<file path="src/sv/warp_map_composer_macros.svh">
// ----------------------------------------------------------------------------
// warp_map_composer_macros
// Assertion macros shared by the warp map composer RTL.
// ----------------------------------------------------------------------------
`ifndef WARP_MAP_COMPOSER_MACROS_SVH
`define WARP_MAP_COMPOSER_MACROS_SVH

// Same-cycle implication, disabled during reset
`define WMC_ASSERT_NOW(label, ante, cons, msg) \
    label: assert property (@(posedge i_clk) disable iff (!i_rst_n) \
        (ante) |-> (cons)) else $error(msg);

// Next-cycle implication, disabled during reset
`define WMC_ASSERT_NEXT(label, ante, cons, msg) \
    label: assert property (@(posedge i_clk) disable iff (!i_rst_n) \
        (ante) |=> (cons)) else $error(msg);

`endif

</file>
<file path="src/sv/wmc_pkg.sv">
// ----------------------------------------------------------------------------
// wmc_pkg
// Widths, register indexes and sizes of the warp map composer.
// ----------------------------------------------------------------------------
`default_nettype none

package wmc_pkg;
    localparam int VALUE_BITS = 24;
    localparam int FRAC_BITS  = 16;
    localparam int DIM_BITS   = 8;                 // map side up to 256
    localparam int SIZE_BITS  = DIM_BITS + 1;
    localparam int HALF_BITS  = DIM_BITS - 1;      // index inside one parity bank
    localparam int BANK_AW    = 2 * HALF_BITS;
    localparam int ENTRY_BITS = 2 * VALUE_BITS;    // row value low, column value high
    localparam int SCALE_BITS = VALUE_BITS + SIZE_BITS + 1;
    localparam int FIFO_DEPTH = 16;
    localparam int FIFO_PTR   = 4;
    localparam int CNT_BITS   = FIFO_PTR + 1;

    localparam logic [0:0] CFG_MAP_ROWS = 1'b0;
    localparam logic [0:0] CFG_MAP_COLS = 1'b1;

    localparam logic OP_LOAD    = 1'b0;
    localparam logic OP_COMPOSE = 1'b1;

    localparam logic [SIZE_BITS-1:0] SIZE_MAX = SIZE_BITS'(1 << DIM_BITS);
    localparam logic [SIZE_BITS-1:0] SIZE_MIN = SIZE_BITS'(1);
endpackage

`default_nettype wire

</file>
<file path="src/sv/wmc_blend.sv">
// ----------------------------------------------------------------------------
// wmc_blend
// Two-stage linear interpolation a + round((b - a) * t), ties upward.
// ----------------------------------------------------------------------------
`default_nettype none

module wmc_blend
    import wmc_pkg::*;
(
    input  wire logic                         i_clk,
    input  wire logic signed [VALUE_BITS-1:0] i_a,
    input  wire logic signed [VALUE_BITS-1:0] i_b,
    input  wire logic        [FRAC_BITS-1:0]  i_t,
    output logic      signed [VALUE_BITS-1:0] o_y
);
    localparam int PW = VALUE_BITS + FRAC_BITS + 2;

    logic signed [VALUE_BITS:0]   diff;
    logic signed [PW-1:0]         r_p;
    logic signed [VALUE_BITS-1:0] r_a;
    logic signed [PW-1:0]         sum;
    logic signed [PW-1:0]         res;

    assign diff = (VALUE_BITS+1)'(i_b) - (VALUE_BITS+1)'(i_a);

    // stage 1: difference times weight
    always_ff @(posedge i_clk) begin
        r_a <= i_a;
        r_p <= PW'(diff) * $signed({1'b0, i_t});
    end

    // stage 2: round, floor shift, add base
    assign sum = r_p + PW'(1 << (FRAC_BITS - 1));
    assign res = PW'(r_a) + (sum >>> FRAC_BITS);

    always_ff @(posedge i_clk) begin
        o_y <= res[VALUE_BITS-1:0];
    end
endmodule

`default_nettype wire

</file>
<file path="config.mk">
export PLATFORM = sky130hd
export DESIGN_NAME = wmc_blend
export DESIGN_NICKNAME = d
export VERILOG_FILES = /design/src/sv/warp_map_composer_macros.svh /design/src/sv/wmc_pkg.sv /design/src/sv/wmc_blend.sv
export SDC_FILE = /design/constraint.sdc
export NUM_CORES = 1
export LEC_CHECK = 0
export ABC_AREA = 0
export BUFFER_PORTS_ARGS = -buffer_cell sky130_fd_sc_hd__buf_2
export CAP_MARGIN = 40
export CORE_MARGIN = 8
export CORE_UTILIZATION = 30
export DETAILED_ROUTE_END_ITERATION = 12
export PLACE_DENSITY_LB_ADDON = 0.15
export SETUP_SLACK_MARGIN = 0.02
export SYNTH_ARGS = -nofsm -noshare
export SYNTH_HDL_FRONTEND = slang
export SYNTH_SLANG_ARGS = --single-unit
</file>
<file path="constraint.sdc">
create_clock -name i_clk -period 15.4 [get_ports i_clk]
set_clock_uncertainty 0.05 [all_clocks]
set_input_delay 0.77 -clock i_clk [delete_from_list [all_inputs] [get_ports i_clk]]
set_output_delay 0.77 -clock i_clk [all_outputs]
set_load 0.05 [all_outputs]
</file>
-- After elaboration in Yosys (flattened, before gate mapping)
Index checks and enable logic that the tools add are counted.
- output and inout port bits: 24
- memories: 0
- register bits after elaboration: 88
- bits in latches: 0
- bits in read-only memories: 0
- logic and storage cells: 7
- input port bits: 65
- RAM bits: 0
- equality and inequality tests: 0
- $mul: 1
- multiplexer cells: 0
- order comparisons: 0
- add/sub/neg operators: 3
- bitwise operators: 0
- reductions and logical operators: 0
- shifts and indexed selects: 0
- divide/modulo/power cells: 0
- operator list (kind ; count):
    40-bit by 17-bit adder with 40-bit output (second input constant) ; 1
    25-bit by 17-bit multiplier with 40-bit output ; 1
    24-bit by 24-bit subtractor with 25-bit output ; 1
    24-bit adder ; 1

-- Depth between registers and ports, before layout
- word-level depth: 2
- depth in mapped cells: 33
- depth with buffers taken out: 32

-- Worst setup path before layout
Ideal clock, no wire load.
- path kind: input-to-reg
- from: input port i_b[0]
- to: register r_p[34]
- path slack: 7276 ps
- data arrival time: 8012 ps
- library setup time: 62 ps
- path buffers: 1
- cell stages on the path: 32
- required time: 15288 ps
- cells stage by stage: inv_1 ha_1 fa_1 nor2b_4 o2111a_1 o32ai_2 o21ai_2 o31a_1 o21a_1 nor2_2 xnor2_2 buf_2 and2_1 fa_1 inv_1 fa_1 fa_1 inv_1 fa_1 fa_1 inv_1 fa_1 inv_1 ha_1 a21o_1 a21o_1 a21oi_1 nand4_1 a31oi_1 o21bai_1 or4b_1 nand3_1
- longest elaborated chain between the ends: 2
- ends and longest elaborated chain (item ; RTL line ; RTL):
    start, declared ; wmc_blend.sv:12 ; input wire logic signed [VALUE_BITS-1:0] i_b,
    24-bit by 24-bit subtractor with 25-bit output ; wmc_blend.sv:24 ; assign diff = (VALUE_BITS+1)'(i_b) - (VALUE_BITS+1)'(i_a);
    25-bit by 17-bit multiplier with 40-bit output ; wmc_blend.sv:29 ; r_p <= PW'(diff) * $signed({1'b0, i_t});
    end signal, assigned ; wmc_blend.sv:29 ;
    end, declared ; wmc_blend.sv:19 ; logic signed [PW-1:0] r_p;
No other way between the ends.

-- Worst setup path after layout
- from: input port i_a[1]
- to: register r_p[34]
- longest elaborated chain between the ends: 2
- ends and longest elaborated chain (item ; RTL line ; RTL):
    start, declared ; wmc_blend.sv:11 ; input wire logic signed [VALUE_BITS-1:0] i_a,
    24-bit by 24-bit subtractor with 25-bit output ; wmc_blend.sv:24 ;
    25-bit by 17-bit multiplier with 40-bit output ; wmc_blend.sv:29 ;
No other way between the ends.

==> results.md <==
* Vias per cell at 4.61
* Worst Hold End: o_y[0]$_DFF_P_
* Leading area contributor after synthesis: fa_1
* Clock transition at the registers of the reported paths at 0.07 ns
* Max Freq at 0.108 GHz
* WHS at 0.460 ns
* Setup Fix Bufs, Post-CTS at 0
* H-tree depth at 3
* CTS tree: yes
* Predominant post-synthesis flop cell: dfxtp_1
* CP Class: in2reg
* TritonCTS Sinks at 73
* Vias in the first global route at 14,800
* FF-to-FF path depth at 13
* Sequential cell area at 0.00146 mm²
* Total negative setup slack at 0 ns
* Total grt overflow at 0
* DRC Markers at 0
* Initial antenna violation count at 0
* Total CTS buffers at 9
* Number of synthesized register bits at 73
* Area of the multi-input gates at 0.0146 mm²
* Drt first-iter violations at 615
* Hold buffer count at CTS at 0
* Critical Path Fanout Max at 16
* Final setup fails at 0
* Ant diodes at 0
* CTS root buf: clkbuf_16
* # rows at 90
* Slowest-stage cell, CP: fa_1
* Crit path arrival time at 9.48 ns
* Tmin final at 9.23 ns
* Post-synth cell types at 67
* Top-area cell type share of the netlist area at 41.2%
* Worst Path Buf+Inv at 6
* Syn nets at 2,618
* Final WL at 52.5 mm
* GRT Util Overall at 16.0%
* Core footprint at 0.0600 mm²
* Worst-Margin Slew at 0.853 ns
* Startpoint Class: primary input
* Pin count of the biggest net entering global routing at 38
* Layout cell share with drive strength beyond 1 at 8.32%
* DR WL met3 at 1.99 mm
* Die H at 262 µm
* I/O Buffers at 88
* Period utilization at 59.9%
* Status: finished clean
* Delay-heaviest family, CP: adder cells
* Most used cell, CP: fa_1
* HP Start: r_a[0]$_DFF_P_
* Top cells by count, synth: inv_1 (489), fa_1 (373), nand2_1 (248)
* Synthesized cell area at 0.0181 mm²
* Post-CTS Resized at 0
* Post-synth EDFFs at 0
* Unrepaired setup endpoints after global routing: false
* Wire per inst at 18.2 µm
* Path length in cells of the critical path at 31
* Metal1 wirelength at 22.5 mm
* Routability cong. at 0.806
* Clk_lat worst skew at 0.36 ns
* Routed vias at 13,300
* Slew Viols, Final at 0
* Async set-reset flop share out of synthesis at 0%
* Top Layer Used: met4
* Syn Area/Cell at 8.90 µm²
* Syn Inst Count at 2,035
* CTS max path bufs at 2
* R2r startpoint: r_p[17]$_DFF_P_
* HPWL after DPL at 41.1 mm
* # fillers at 6,322
* DR pass1 iterations at 5
* First-pass GRT wire length at 84.4 mm
* Area growth, synth to finish at 9.85%
* Max stage delay on crit path at 0.54 ns
* Post-synthesis sequential area ratio at 8.07%
* Final Hold Viols at 0
* Top post-synthesis cells by area: fa_1 (41%), inv_1 (10%), ha_1 (10%), dfxtp_1 (8.1%), and2_1 (5.3%)
* Met2 wire length at 26.9 mm
* CP required at 15.65 ns
* Synth warn at 0
* Initial Util at 30.2%
* Max cap viols at 0
* Slew margin rel. at 43.1%
* Net count, final at 2,681
* Critical path endpoint category: register
* Ports at 89
* Final ANT Viol Nets at 0
* Hold path depth at 1
* Die area at 0.0685 mm²
* DIE WIDTH at 262 µm
* Worst min path class: reg2reg
* Dominant cell by count in the synthesized netlist: inv_1
* RR Endpoint: o_y[22]$_DFF_P_
* Reg2Reg Setup Slack at 11.38 ns
flip-flops by register name (all words and copies together), names as in the netlist:
signal  count
r_p        25
o_y        24
r_a        24
logic make-up (layout without fill, tap and decap cells):
group | Yosys count | in the layout | share of synthesized area [%]
mux | 16 | 16 | 0.940
compound gates | 172 | 172 | 6.41
xor+xnor | 101 | 101 | 4.97
flops | 73 | 73 | 8.07
fa+ha+maj | 523 | 523 | 51.5
simple gates | 593 | 593 | 16.4
buf+inv | 557 | 625 | 11.7
worst reg2reg max path, stage by stage, from the launching register on:
cell and delay, ns:
dfxtp_1 0.39, nand3_1 0.12, nor2_1 0.24, nand2_1 0.15, nor4_1 0.72, xor2_1 0.17, ha_1 0.46, nand4_1 0.16
or4_1 0.65, nand4_1 0.13, o2111ai_1 0.24, a31oi_1 0.25, nor2_1 0.08, xnor2_1 0.12
layout make-up:
cell class,count,share of cell area (%)
Multi-Input combinational cell,1405,73.3
Tap cell,782,4.92
Sequential cell,73,7.35
Clock buffer,9,1.13
Clock inverter,7,0.308
Timing Repair Buffer,120,3.74
Inverter,489,9.23
layer usage:
metal,track usage [%],vias to the layer above
li1,-,6209
met1,20.3,6770
met2,28.8,267
met3,1.98,62
met4,3.84,0
met5,0,-
cell usage in the layout (no fill, tap or decap), types with 9 or more instances in the layout:
cell and instances:
ha_1 145, xnor2_1 69, dfxtp_1 73, xor2_1 24, o21ai_0 24, nor2b_1 27
o21a_1 14, nor2_1 42, nor3_1 18, and3_1 11, a21o_1 17, nand2_1 248
buf_2 89, nand4_1 10, nand2b_1 34, nand3_1 20, buf_4 23, and2_1 154
fa_1 373, a21oi_1 53, inv_1 489, clkbuf_16 9
metrics by stage:
stage | worst slack (ns) | area, µm² | cells | util (%)
floorplan | 7.28 | 18100 | 2035 | -
global placement | 5.57 | 19500 | 2860 | 32.4
detailed placement | 5.81 | 19600 | 2869 | 32.7
CTS | 6.12 | 19900 | 2885 | 33.1
global route | 5.69 | 19900 | 2885 | 33.1
finish | 6.17 | 19900 | 2885 | 33.1
how the worst max path moves through the flow:
stage	from	slack, ns	to
floorplan	i_b[0]	7.28	r_p[34]$_DFF_P_
global route	i_a[1]	5.69	r_p[34]$_DFF_P_
detailed placement	i_a[1]	5.81	r_p[34]$_DFF_P_
CTS	i_a[1]	6.12	r_p[34]$_DFF_P_
global placement	i_a[1]	5.57	r_p[34]$_DFF_P_
finish	i_a[1]	6.17	r_p[34]$_DFF_P_
Power is left out: the tool's default activity adds up to more than one toggle a clock period on the data nets, which glitch-free logic cannot reach.
