### config.mk
export PLATFORM = sky130hd
export DESIGN_NAME = wmc_out_fifo
export DESIGN_NICKNAME = d
export VERILOG_FILES = /design/src/sv/warp_map_composer_macros.svh /design/src/sv/wmc_pkg.sv /design/src/sv/wmc_out_fifo.sv
export SDC_FILE = /design/constraint.sdc
export NUM_CORES = 1
export LEC_CHECK = 0
export BUFFER_PORTS_ARGS = -buffer_cell sky130_fd_sc_hd__buf_2
export CORE_MARGIN = 10
export CORE_UTILIZATION = 30
export DETAILED_ROUTE_END_ITERATION = 8
export GPL_TIMING_DRIVEN = 0
export HOLD_SLACK_MARGIN = 0.02
export PLACE_DENSITY = 0.41
export SETUP_SLACK_MARGIN = 0.15
export SLEW_MARGIN = 10
export SYNTH_ARGS = -nofsm -noshare
export SYNTH_HDL_FRONTEND = slang
export SYNTH_SLANG_ARGS = --single-unit
### constraint.sdc
create_clock -name i_clk -period 5.97 [get_ports i_clk]
set_input_delay 1.194 -clock i_clk [delete_from_list [all_inputs] [get_ports i_clk]]
set_output_delay 1.194 -clock i_clk [all_outputs]
set_load 0.01 [all_outputs]
### src/sv/warp_map_composer_macros.svh
// ----------------------------------------------------------------------------
// warp_map_composer_macros
// Assertion macros shared by the warp map composer RTL.
// ----------------------------------------------------------------------------
`ifndef WARP_MAP_COMPOSER_MACROS_SVH
`define WARP_MAP_COMPOSER_MACROS_SVH

// Same-cycle implication, disabled during reset
`define WMC_ASSERT_NOW(label, ante, cons, msg) \
    label: assert property (@(posedge i_clk) disable iff (!i_rst_n) \
        (ante) |-> (cons)) else $error(msg);

// Next-cycle implication, disabled during reset
`define WMC_ASSERT_NEXT(label, ante, cons, msg) \
    label: assert property (@(posedge i_clk) disable iff (!i_rst_n) \
        (ante) |=> (cons)) else $error(msg);

`endif

### src/sv/wmc_pkg.sv
// ----------------------------------------------------------------------------
// wmc_pkg
// Widths, register indexes and sizes of the warp map composer.
// ----------------------------------------------------------------------------
`default_nettype none

package wmc_pkg;
    localparam int VALUE_BITS = 24;
    localparam int FRAC_BITS  = 16;
    localparam int DIM_BITS   = 8;                 // map side up to 256
    localparam int SIZE_BITS  = DIM_BITS + 1;
    localparam int HALF_BITS  = DIM_BITS - 1;      // index inside one parity bank
    localparam int BANK_AW    = 2 * HALF_BITS;
    localparam int ENTRY_BITS = 2 * VALUE_BITS;    // row value low, column value high
    localparam int SCALE_BITS = VALUE_BITS + SIZE_BITS + 1;
    localparam int FIFO_DEPTH = 16;
    localparam int FIFO_PTR   = 4;
    localparam int CNT_BITS   = FIFO_PTR + 1;

    localparam logic [0:0] CFG_MAP_ROWS = 1'b0;
    localparam logic [0:0] CFG_MAP_COLS = 1'b1;

    localparam logic OP_LOAD    = 1'b0;
    localparam logic OP_COMPOSE = 1'b1;

    localparam logic [SIZE_BITS-1:0] SIZE_MAX = SIZE_BITS'(1 << DIM_BITS);
    localparam logic [SIZE_BITS-1:0] SIZE_MIN = SIZE_BITS'(1);
endpackage

`default_nettype wire

### src/sv/wmc_out_fifo.sv
// ----------------------------------------------------------------------------
// wmc_out_fifo
// Result queue between the compose pipeline and the master stream.
// ----------------------------------------------------------------------------
`default_nettype none

module wmc_out_fifo
    import wmc_pkg::*;
(
    input  wire logic                  i_clk,
    input  wire logic                  i_rst_n,
    input  wire logic                  i_push,
    input  wire logic [ENTRY_BITS-1:0] i_data,
    input  wire logic                  i_pop,
    output logic                       o_valid,
    output logic      [ENTRY_BITS-1:0] o_data
);
    logic [ENTRY_BITS-1:0] r_q [0:FIFO_DEPTH-1];
    logic [FIFO_PTR-1:0]   r_wr;
    logic [FIFO_PTR-1:0]   r_rd;
    logic [CNT_BITS-1:0]   r_fill;
    logic                  take;

    assign o_valid = (r_fill != '0);
    assign o_data  = r_q[r_rd];
    assign take    = o_valid && i_pop;

    // store pushed result
    always_ff @(posedge i_clk) begin
        if (i_push) begin
            r_q[r_wr] <= i_data;
        end
    end

    // advance pointers and fill level
    always_ff @(posedge i_clk) begin
        if (!i_rst_n) begin
            r_wr   <= '0;
            r_rd   <= '0;
            r_fill <= '0;
        end else begin
            if (i_push) r_wr <= r_wr + FIFO_PTR'(1);
            if (take)   r_rd <= r_rd + FIFO_PTR'(1);
            r_fill <= r_fill + CNT_BITS'(i_push) - CNT_BITS'(take);
        end
    end
endmodule

`default_nettype wire

======== After elaboration in Yosys (flattened, before gate mapping) ========
Memories as Yosys holds them, arrays and structs flattened. A register that Yosys moved wholly into a read port is not among the register bits.
Index checks and enable logic that the tools add are counted.
word-level totals
  memory bits (writable) .................. 768
  output and inout port bits .............. 49
  bits in registers ....................... 13
  memories kept ........................... 1
  logic and storage cells ................. 14
memories
  memory  words  bits a word  rd ports  clocked after memory_dff  write ports  line                RTL
  r_q     16     48           1         1                         1            wmc_out_fifo.sv:18  logic [ENTRY_BITS-1:0] r_q [0:FIFO_DEPTH-1];
cells by class
  reductions and logical operators ........ 2
  add/sub/neg operators ................... 4
  mux-type cells .......................... 4
operator list
  kind                 count
  $add 4x1->4 const B  2
  $mux 4               2
  $add 5x1->5          1
  $reduce_bool 5->1    1
  $sub 5x1->5          1
  $mux 1               2
  $logic_and 1x1->1    1

======== Longest topological paths before layout ========
Gate-level depths: netlist (run 1).
  depth after elaboration ................. 4
  depth in mapped cells ................... 14
  depth with buffers taken out ............ 13

======== Least setup slack after synthesis (run 1) ========
Ideal clock, no wire load.
  path kind ............................... input-to-reg
  start ................................... in i_push
  end ..................................... mem r_q[0][0] (netlist bit) (enable)
  cell stages on the path ................. 3
  arrival time ............................ 2.918 ns
  path buffers ............................ 1
  path slack .............................. 2.642 ns
  data required time ...................... 5.560 ns
  cells stage by stage .................... clkbuf_1 nor3b_1 and2_1
between the ends
  longest elaborated chain between the ends .. 2
RTL lines
  what                          line                RTL
  from (decl)                   wmc_out_fifo.sv:12  input wire logic i_push,
  $mux 1                        wmc_out_fifo.sv:30  if (i_push) begin
  $mux 1 (not written as such)  wmc_out_fifo.sv:31  r_q[r_wr] <= i_data;
  to (decl)                     wmc_out_fifo.sv:18
No other way between the ends.

==> summary.txt, run 1 <==
Status
  – Status: complete, no violations

Drt
  – TritonRoute pass-1 iters: 5
  – Remaining antenna violation count: 0
  – Avg Vias per Cell: 4.84
  – DRC: 0
  – 1st-iter DRT viols: 1,117
  – Vias: 13,700
  – DRT Wirelength: 76.4 mm
  – DR WL/cell: 27.0 um

Floorplanning
  – Width of the die: 334 um
  – Die height: 334 um
  – Die area: 112,000 sq um
  – Initial core utilization: 30.1%
  – Core outline area: 98,100 sq um
  – Cell Rows: 115
  – I/O pins: 101

Finish
  – Non-filler cells, final: 2,826
  – Commonest non-fill, non-tap cells in the layout: 768 x edfxtp_1, 192 x mux4_2, 112 x buf_2
  – Layout fillers: 9,128
  – Multi-input logic area: 5830 sq um
  – Sequential cell area: 23,400 sq um
  – Area Overhead vs Synth: 17.4%
  – Most common cell after layout, fill and taps aside: edfxtp_1
  – Final nets: 1,539
  – Share of post-route cells with drive strength above 1: 29.9%

Synthesis
  – Share of synthesized flip-flops with an asynchronous set or reset: 0%
  – Syn_nets: 1,336
  – Ys Warns: 0
  – Post-Synthesis Cells: 1,272
  – Seq/Total Area, Yosys: 79.1%
  – Post-Syn Area per Cell: 23.3 sq um
  – Number of flops mapped to enable cells by yosys: 768
  – Mapped Area: 29,600 sq um
  – Most common flop cell mapped by yosys: edfxtp_1
  – Synth unique cells: 30
  – #FFs+latches synth: 785

STA
  – Slew Limit Fails: 0
  – Worst Tran Pin Value: 1.02 ns
  – Fin crit share: 76.8%
  – RSZ-0062 raised after global routing: false
  – Final setup vio count: 0
  – Final WS setup: 1.38 ns
  – Fin Setup TNS: 0 ns
  – Worst Skew: 0.0114 ns
  – Final Hold Viols: 0
  – Achievable frequency: 218 MHz
  – Worst relative slew slack: 31.7%
  – Minimum clock period: 4.59 ns

Min path
  – Hold depth: 2
  – Hold path endpoint: r_rd[1]
  – HP Class: flop to flop
  – Hold path startpoint: r_rd[1]

Clock tree
  – Clock Tree Root: clkbuf_16
  – Worst skew pair latency: 0.62 ns
  – Resized cells post-CTS: 0
  – CTS Hold Buffers Added: 0
  – Post-CTS Setup Repair Bufs: 0
  – CTS tree: done
  – CTS H-tree depth: 3
  – Number of CTS-inserted buffers: 85
  – Reg clk slew, reported paths: 0.06 ns
  – # clock sinks: 785
  – Buffer depth of the longest clock path: 3

Setup path
  – Startpoint types: flop
  – CP peak stage delay: 0.77 ns
  – CP delay by family, top: buffers and inverters
  – CP max stage cell: clkbuf_1
  – Most used cell, CP: clkbuf_1
  – Crit path cell chain: nor2b_1, clkbuf_1, clkbuf_1, a22oi_1, nand2_1, buf_2
  – Critical Path RT: 4.78 ns
  – CP Class: flop to primary output
  – Buf/Inv on CP: 3
  – Setup crit end kind: primary output
  – R2r setup slk: 2.86 ns
  – Crit path DAT: 3.39 ns
  – RR Endpoint: r_fill[4]
  – CP max FO: 10
  – Crit Reg-Reg Startpoint: r_fill[3]
  – Reg2Reg Depth: 14

GRT
  – First-pass GRT wire length: 110 mm
  – Largest net degree at the start of global routing: 37
  – Initial antenna violation count: 9
  – Remaining global-route overflow: 0
  – All-Layer GR Usage: 13.6%
  – Vias in the first global route: 15,000

Power and ir drop
  – Pwr/cell area: 388 nW/um^2
  – Peak VDD IR: 0.166 mV
  – Sw Pwr: 0.00337 W
  – Flop pwr share: 45.8%
  – Switching share of total power: 25.0%
  – Pleak: 10.8 nW
  – P_int: 0.0101 W
  – Clock share of power: 36.6%
  – Total power: 0.0135 W
  – Combinational power share: 17.6%

Placement
  – DP Cell Count: 2,675
  – Place WS: 1.95 ns
  – # port buffers: 100
  – Detail Placement HPWL: 45.4 mm
  – Routability Congestion: 0.668

Run
  – Max-cap violation count: 0
-- cells by family after synthesis --
group | synth area share [%]
xor gates and xnor gates | 0.267
buffers and inverters | 1.29
DFF | 79.1
muxes | 14.7
adders and majority gates | 0.533
AOI/OAI and AO/OA | 2.54
and+or+nand+nor | 1.60
-- power groups by stage --
stage / sequential, W / clock [W] / combinational [W]
floorplan: 0.00628 / 0 / 0.00161
global placement: 0.00629 / 0 / 0.00243
detailed placement: 0.00629 / 0 / 0.00246
CTS: 0.00617 / 0.00509 / 0.00247
global route: 0.00618 / 0.00531 / 0.00259
finish: 0.00617 / 0.00494 / 0.00237
-- synthesized netlist by cell type (all sizes together) (2+ instances only) --
master,count,area [sq um]
a21oi,2,10.0
a22oi,96,721
nor2,3,11.3
xor2,3,26.3
inv,9,33.8
nand3,3,15.0
dfxtp,17,340
and3,3,18.8
nor2b,3,18.8
clkbuf,26,97.6
mux4,192,4320
nand2,52,195
buf,40,252
ha,11,138
edfxtp,768,23100
and2,28,175
xnor2,6,52.6
-- cell type report --
class | instances | share of cell area (%)
flip-flops and latches | 785 | 67.4
clock buffers | 110 | 6.58
diodes | 2 | 0.0144
clock inverters | 39 | 0.804
well taps | 1287 | 4.64
plain buffers | 66 | 1.01
multi-input cells | 412 | 16.8
repair buffers | 116 | 2.67
inverters | 9 | 0.0973
-- worst max-delay path by stage --
stage | cells past startpoint | startpoint | slack [ns] | end
floorplan | 3 | i_push | 2.64 | r_q[0][0]
global placement | 4 | i_push | 0.75 | r_q[2][27]
detailed placement | 6 | flop | 1.95 | o_data[26]
CTS | 6 | flop | 1.27 | o_data[26]
global route | 6 | flop | 1.17 | o_data[34]
finish | 6 | flop | 1.38 | o_data[26]
-- state kept, by name, summed over array words and instances (netlist names), named ones only --
name and cells:
r_q 768, r_fill 5, r_rd 4, r_wr 4
-- through the flow --
step	instance area, sq um	hold WS, ns	utilization [%]
floorplan	29600	0.475	-
global placement	31700	0.518	32.3
detailed placement	32200	0.530	32.8
CTS	34700	0.541	35.4
global route	34700	0.588	35.4
finish	34700	0.529	35.4
-- worst min-delay path: cells and delay by family, from the launching register on --
| kind | cells | cell delay [ns] |
|---|---|---|
| and+or+nand+nor | 1 | 0.06 |
| DFF | 1 | 0.32 |
| AOI/OAI and AO/OA | 1 | 0.10 |
-- layer usage --
layer | track usage, % | share of wire, %
met5 | 0 | 0.051
met4 | 2.71 | 1.7
met3 | 3.22 | 5.2
met2 | 22.8 | 49
met1 | 18.0 | 44
(Power assumes the default switching activity.)
==> inputs of run 2 (changes only) <==
--- a/config.mk
+++ b/config.mk
@@ -5,6 +5,7 @@
 export SDC_FILE = /design/constraint.sdc
 export NUM_CORES = 1
 export LEC_CHECK = 0
+export ABC_AREA = 1
 export BUFFER_PORTS_ARGS = -buffer_cell sky130_fd_sc_hd__buf_2
 export CORE_MARGIN = 10
 export CORE_UTILIZATION = 30
==> constraint.sdc (replaced) <==
create_clock -name i_clk -period 4.6 [get_ports i_clk]
set_input_delay 0.92 -clock i_clk [delete_from_list [all_inputs] [get_ports i_clk]]
set_output_delay 0.92 -clock i_clk [all_outputs]
set_load 0.01 [all_outputs]
==> run 2 against run 1 <==
Net effect: cell area increased by 15%; via count grew 62%; core utilization grew 0.13 points; largest power group unchanged; setup slack got worse by 0.83 ns; global-route usage grew 3.4 points; critical endpoint is now o_data[1]; cell count up 77%; flip-flop and latch count stayed put; critical path depth grew 1; first-iteration DRC count rose by 53%; register-to-register slack lost 0.77 ns.
==> summary.txt, run 2 <==
Status
  – Status: complete, no violations

Finish
  – Biggest regs: r_q x768, r_fill x5
  – Biggest register: r_q
  – Layout fillers: 11,200
  – Post-layout util: 35.5%
  – Share of post-route cells with drive strength above 1: 11.5%
  – Final nets: 3,506
  – # diodes: 0
  – Non-filler cells, final: 5,013
  – Area Overhead vs Synth: 17.9%
  – Commonest non-fill, non-tap cells in the layout: 1,033 x nand2_1, 768 x edfxtp_1, 594 x inv_1
  – Multi-input logic area: 7270 sq um
  – Max reg flops: 768
  – Most common cell after layout, fill and taps aside: nand2_1
  – Sequential cell area: 23,400 sq um

Synthesis
  – Largest family of logic cells by synthesized area: simple AND/OR/NAND/NOR gates
  – Leading area contributor after synthesis: edfxtp_1
  – Post-Synthesis Cells: 3,214
  – Post-Synth Adder-Cell Area: 0.466%
  – Synth unique cells: 23
  – Synth Area in Simple Gates: 20.4%
  – Share of synthesized flip-flops with an asynchronous set or reset: 0%
  – Seq/Total Area, Yosys: 69.2%
  – Synth top cells by count: 1,033 x nand2_1, 768 x edfxtp_1, 594 x inv_1, 578 x nand3_1, 91 x buf_2
  – #FFs+latches synth: 785
  – Most common flop cell mapped by yosys: edfxtp_1
  – Syn_nets: 3,278
  – Post-Synth XOR/XNOR Area: 0.0777%
  – Yosys top cell area share: 68.2%
  – Ys Warns: 0
  – Compound-gate portion of the synthesized area: 0.178%
  – Post-Syn Area per Cell: 10.5 sq um
  – Number of flops mapped to enable cells by yosys: 768
  – Synth area leaders: edfxtp_1 68%, nand2_1 11%, nand3_1 8.6%
  – Mux share of post-synthesis cell area: 0%
  – Mapped Area: 33,800 sq um
  – Count leader, synth: nand2_1

Setup path
  – Crit path DAT: 3.12 ns
  – Setup crit end: o_data[1]
  – Startpoint types: flop
  – RR Endpoint: r_fill[4]
  – Critical Path RT: 3.68 ns
  – CP Class: flop to primary output
  – Crit Reg-Reg Startpoint: r_fill[2]
  – CP max FO: 10
  – R2r setup slk: 2.09 ns
  – Reg2Reg Depth: 15
  – Setup crit end kind: primary output

GRT
  – Remaining global-route overflow: 0
  – First-pass GRT wire length: 156 mm
  – All-Layer GR Usage: 17.0%
  – Largest net degree at the start of global routing: 23
  – Initial antenna violation count: 3
  – Vias in the first global route: 21,200

Clock tree
  – Number of CTS-inserted buffers: 92
  – Resized cells post-CTS: 0
  – CTS H-tree depth: 3
  – Buffer depth of the longest clock path: 3
  – CTS Hold Buffers Added: 0
  – # clock sinks: 785
  – CTS tree: done
  – Worst skew pair latency: 0.67 ns
  – Clock Tree Root: clkbuf_16
  – Post-CTS Setup Repair Bufs: 0
  – Reg clk slew, reported paths: 0.06 ns

STA
  – Worst Skew: 0.0205 ns
  – Final setup vio count: 0
  – Final WS setup: 0.558 ns
  – Fin crit share: 87.9%
  – Slew Limit Fails: 0
  – RSZ-0062 raised after global routing: false
  – Minimum clock period: 4.04 ns
  – Worst Tran Pin Value: 1.32 ns
  – Worst relative slew slack: 11.8%
  – Final Hold Viols: 0
  – Achievable frequency: 247 MHz

Min path
  – HP Class: flop to flop

Drt
  – 1st-iter DRT viols: 1,708
  – TritonRoute pass-1 iters: 5
  – DRC: 0
  – Vias: 22,200
  – Remaining antenna violation count: 0
  – DRT Wirelength: 110 mm
  – Avg Vias per Cell: 4.43
  – DR WL/cell: 21.9 um

Power and ir drop
  – Pwr/cell area: 485 nW/um^2
  – Pleak: 16.8 nW
  – Peak VDD IR: 0.272 mV

Placement
  – Place WS: 1.17 ns
  – # port buffers: 99
  – Detail Placement HPWL: 73.3 mm
  – DP Cell Count: 4,848
  – Routability Congestion: 0.739

Floorplanning
  – Die area: 126,000 sq um
  – Cell Rows: 123
  – Initial core utilization: 30.1%
  – Die height: 356 um
  – Width of the die: 356 um
  – I/O pins: 101
  – Core outline area: 112,000 sq um

Run
  – Max-cap violation count: 0
[run 2: kinds of logic (layout without fill, tap and decap cells)]
kind of cell	count (synthesis)	in the layout
flip-flops	785	785
AO/OA/AOI/OAI	11	11
buffers and inverters	756	1055
adder cells (fa/ha/maj)	12	12
AND/OR/NAND/NOR	1647	1647
XOR/XNOR	3	3
[run 2: area by class of cell]
cell class | count | area share [%]
flip-flops and latches | 785 | 58.7
multi-input cells | 1673 | 18.3
clock buffers | 116 | 6.21
inverters | 596 | 5.63
well taps | 1500 | 4.71
repair buffers | 134 | 3.13
plain buffers | 160 | 2.51
clock inverters | 49 | 0.810
[run 2: per-stage QoR]
stage                     cell area [sq um]  hold WS (ns)  total power (W)  TNS [ns]
after detailed placement              37000         0.501           0.0127         0
final                                 39800         0.517           0.0193         0
after global placement                36200         0.500           0.0126  -1720.02
after floorplan                       33800         0.471           0.0106         0
after global routing                  39800         0.553           0.0202         0
after CTS                             39800         0.520           0.0196         0
[run 2: worst min path at each step]
stage / slack, ns / startpoint / depth (start not counted) / end
finish: 0.52 / r_rd[2] / 2 / flop
global route: 0.55 / r_rd[3] / 2 / r_rd[3]
floorplan: 0.47 / r_rd[3] / 2 / flop
CTS: 0.52 / r_rd[3] / 2 / r_rd[3]
global placement: 0.50 / r_wr[0] / 1 / r_wr[0]
detailed placement: 0.50 / r_rd[3] / 2 / r_rd[3]
[run 2: power by group]
group	switching, W	leakage [nW]	internal [W]
clock	0.00296	1.37	0.00395
sequential	0.0000384	7.08	0.00796
combinational	0.00316	8.33	0.00124
[run 2: per-layer routing]
layer	track usage [%]	wire length, um	vias up
li1	-	-	10900
met1	23.2	51000	10700
met2	28.5	52300	493
met3	2.38	4500	157
met4	3.87	2120	2
met5	0	17	-
[run 2: worst max-delay path, stage by stage, from the launching register on]
cell	delay, ns
dfxtp_1	0.29
buf_2	0.25
inv_2	0.18
clkbuf_1	0.98
nand3_1	0.22
nand3_1	0.24
nand2_1	0.11
buf_2	0.15
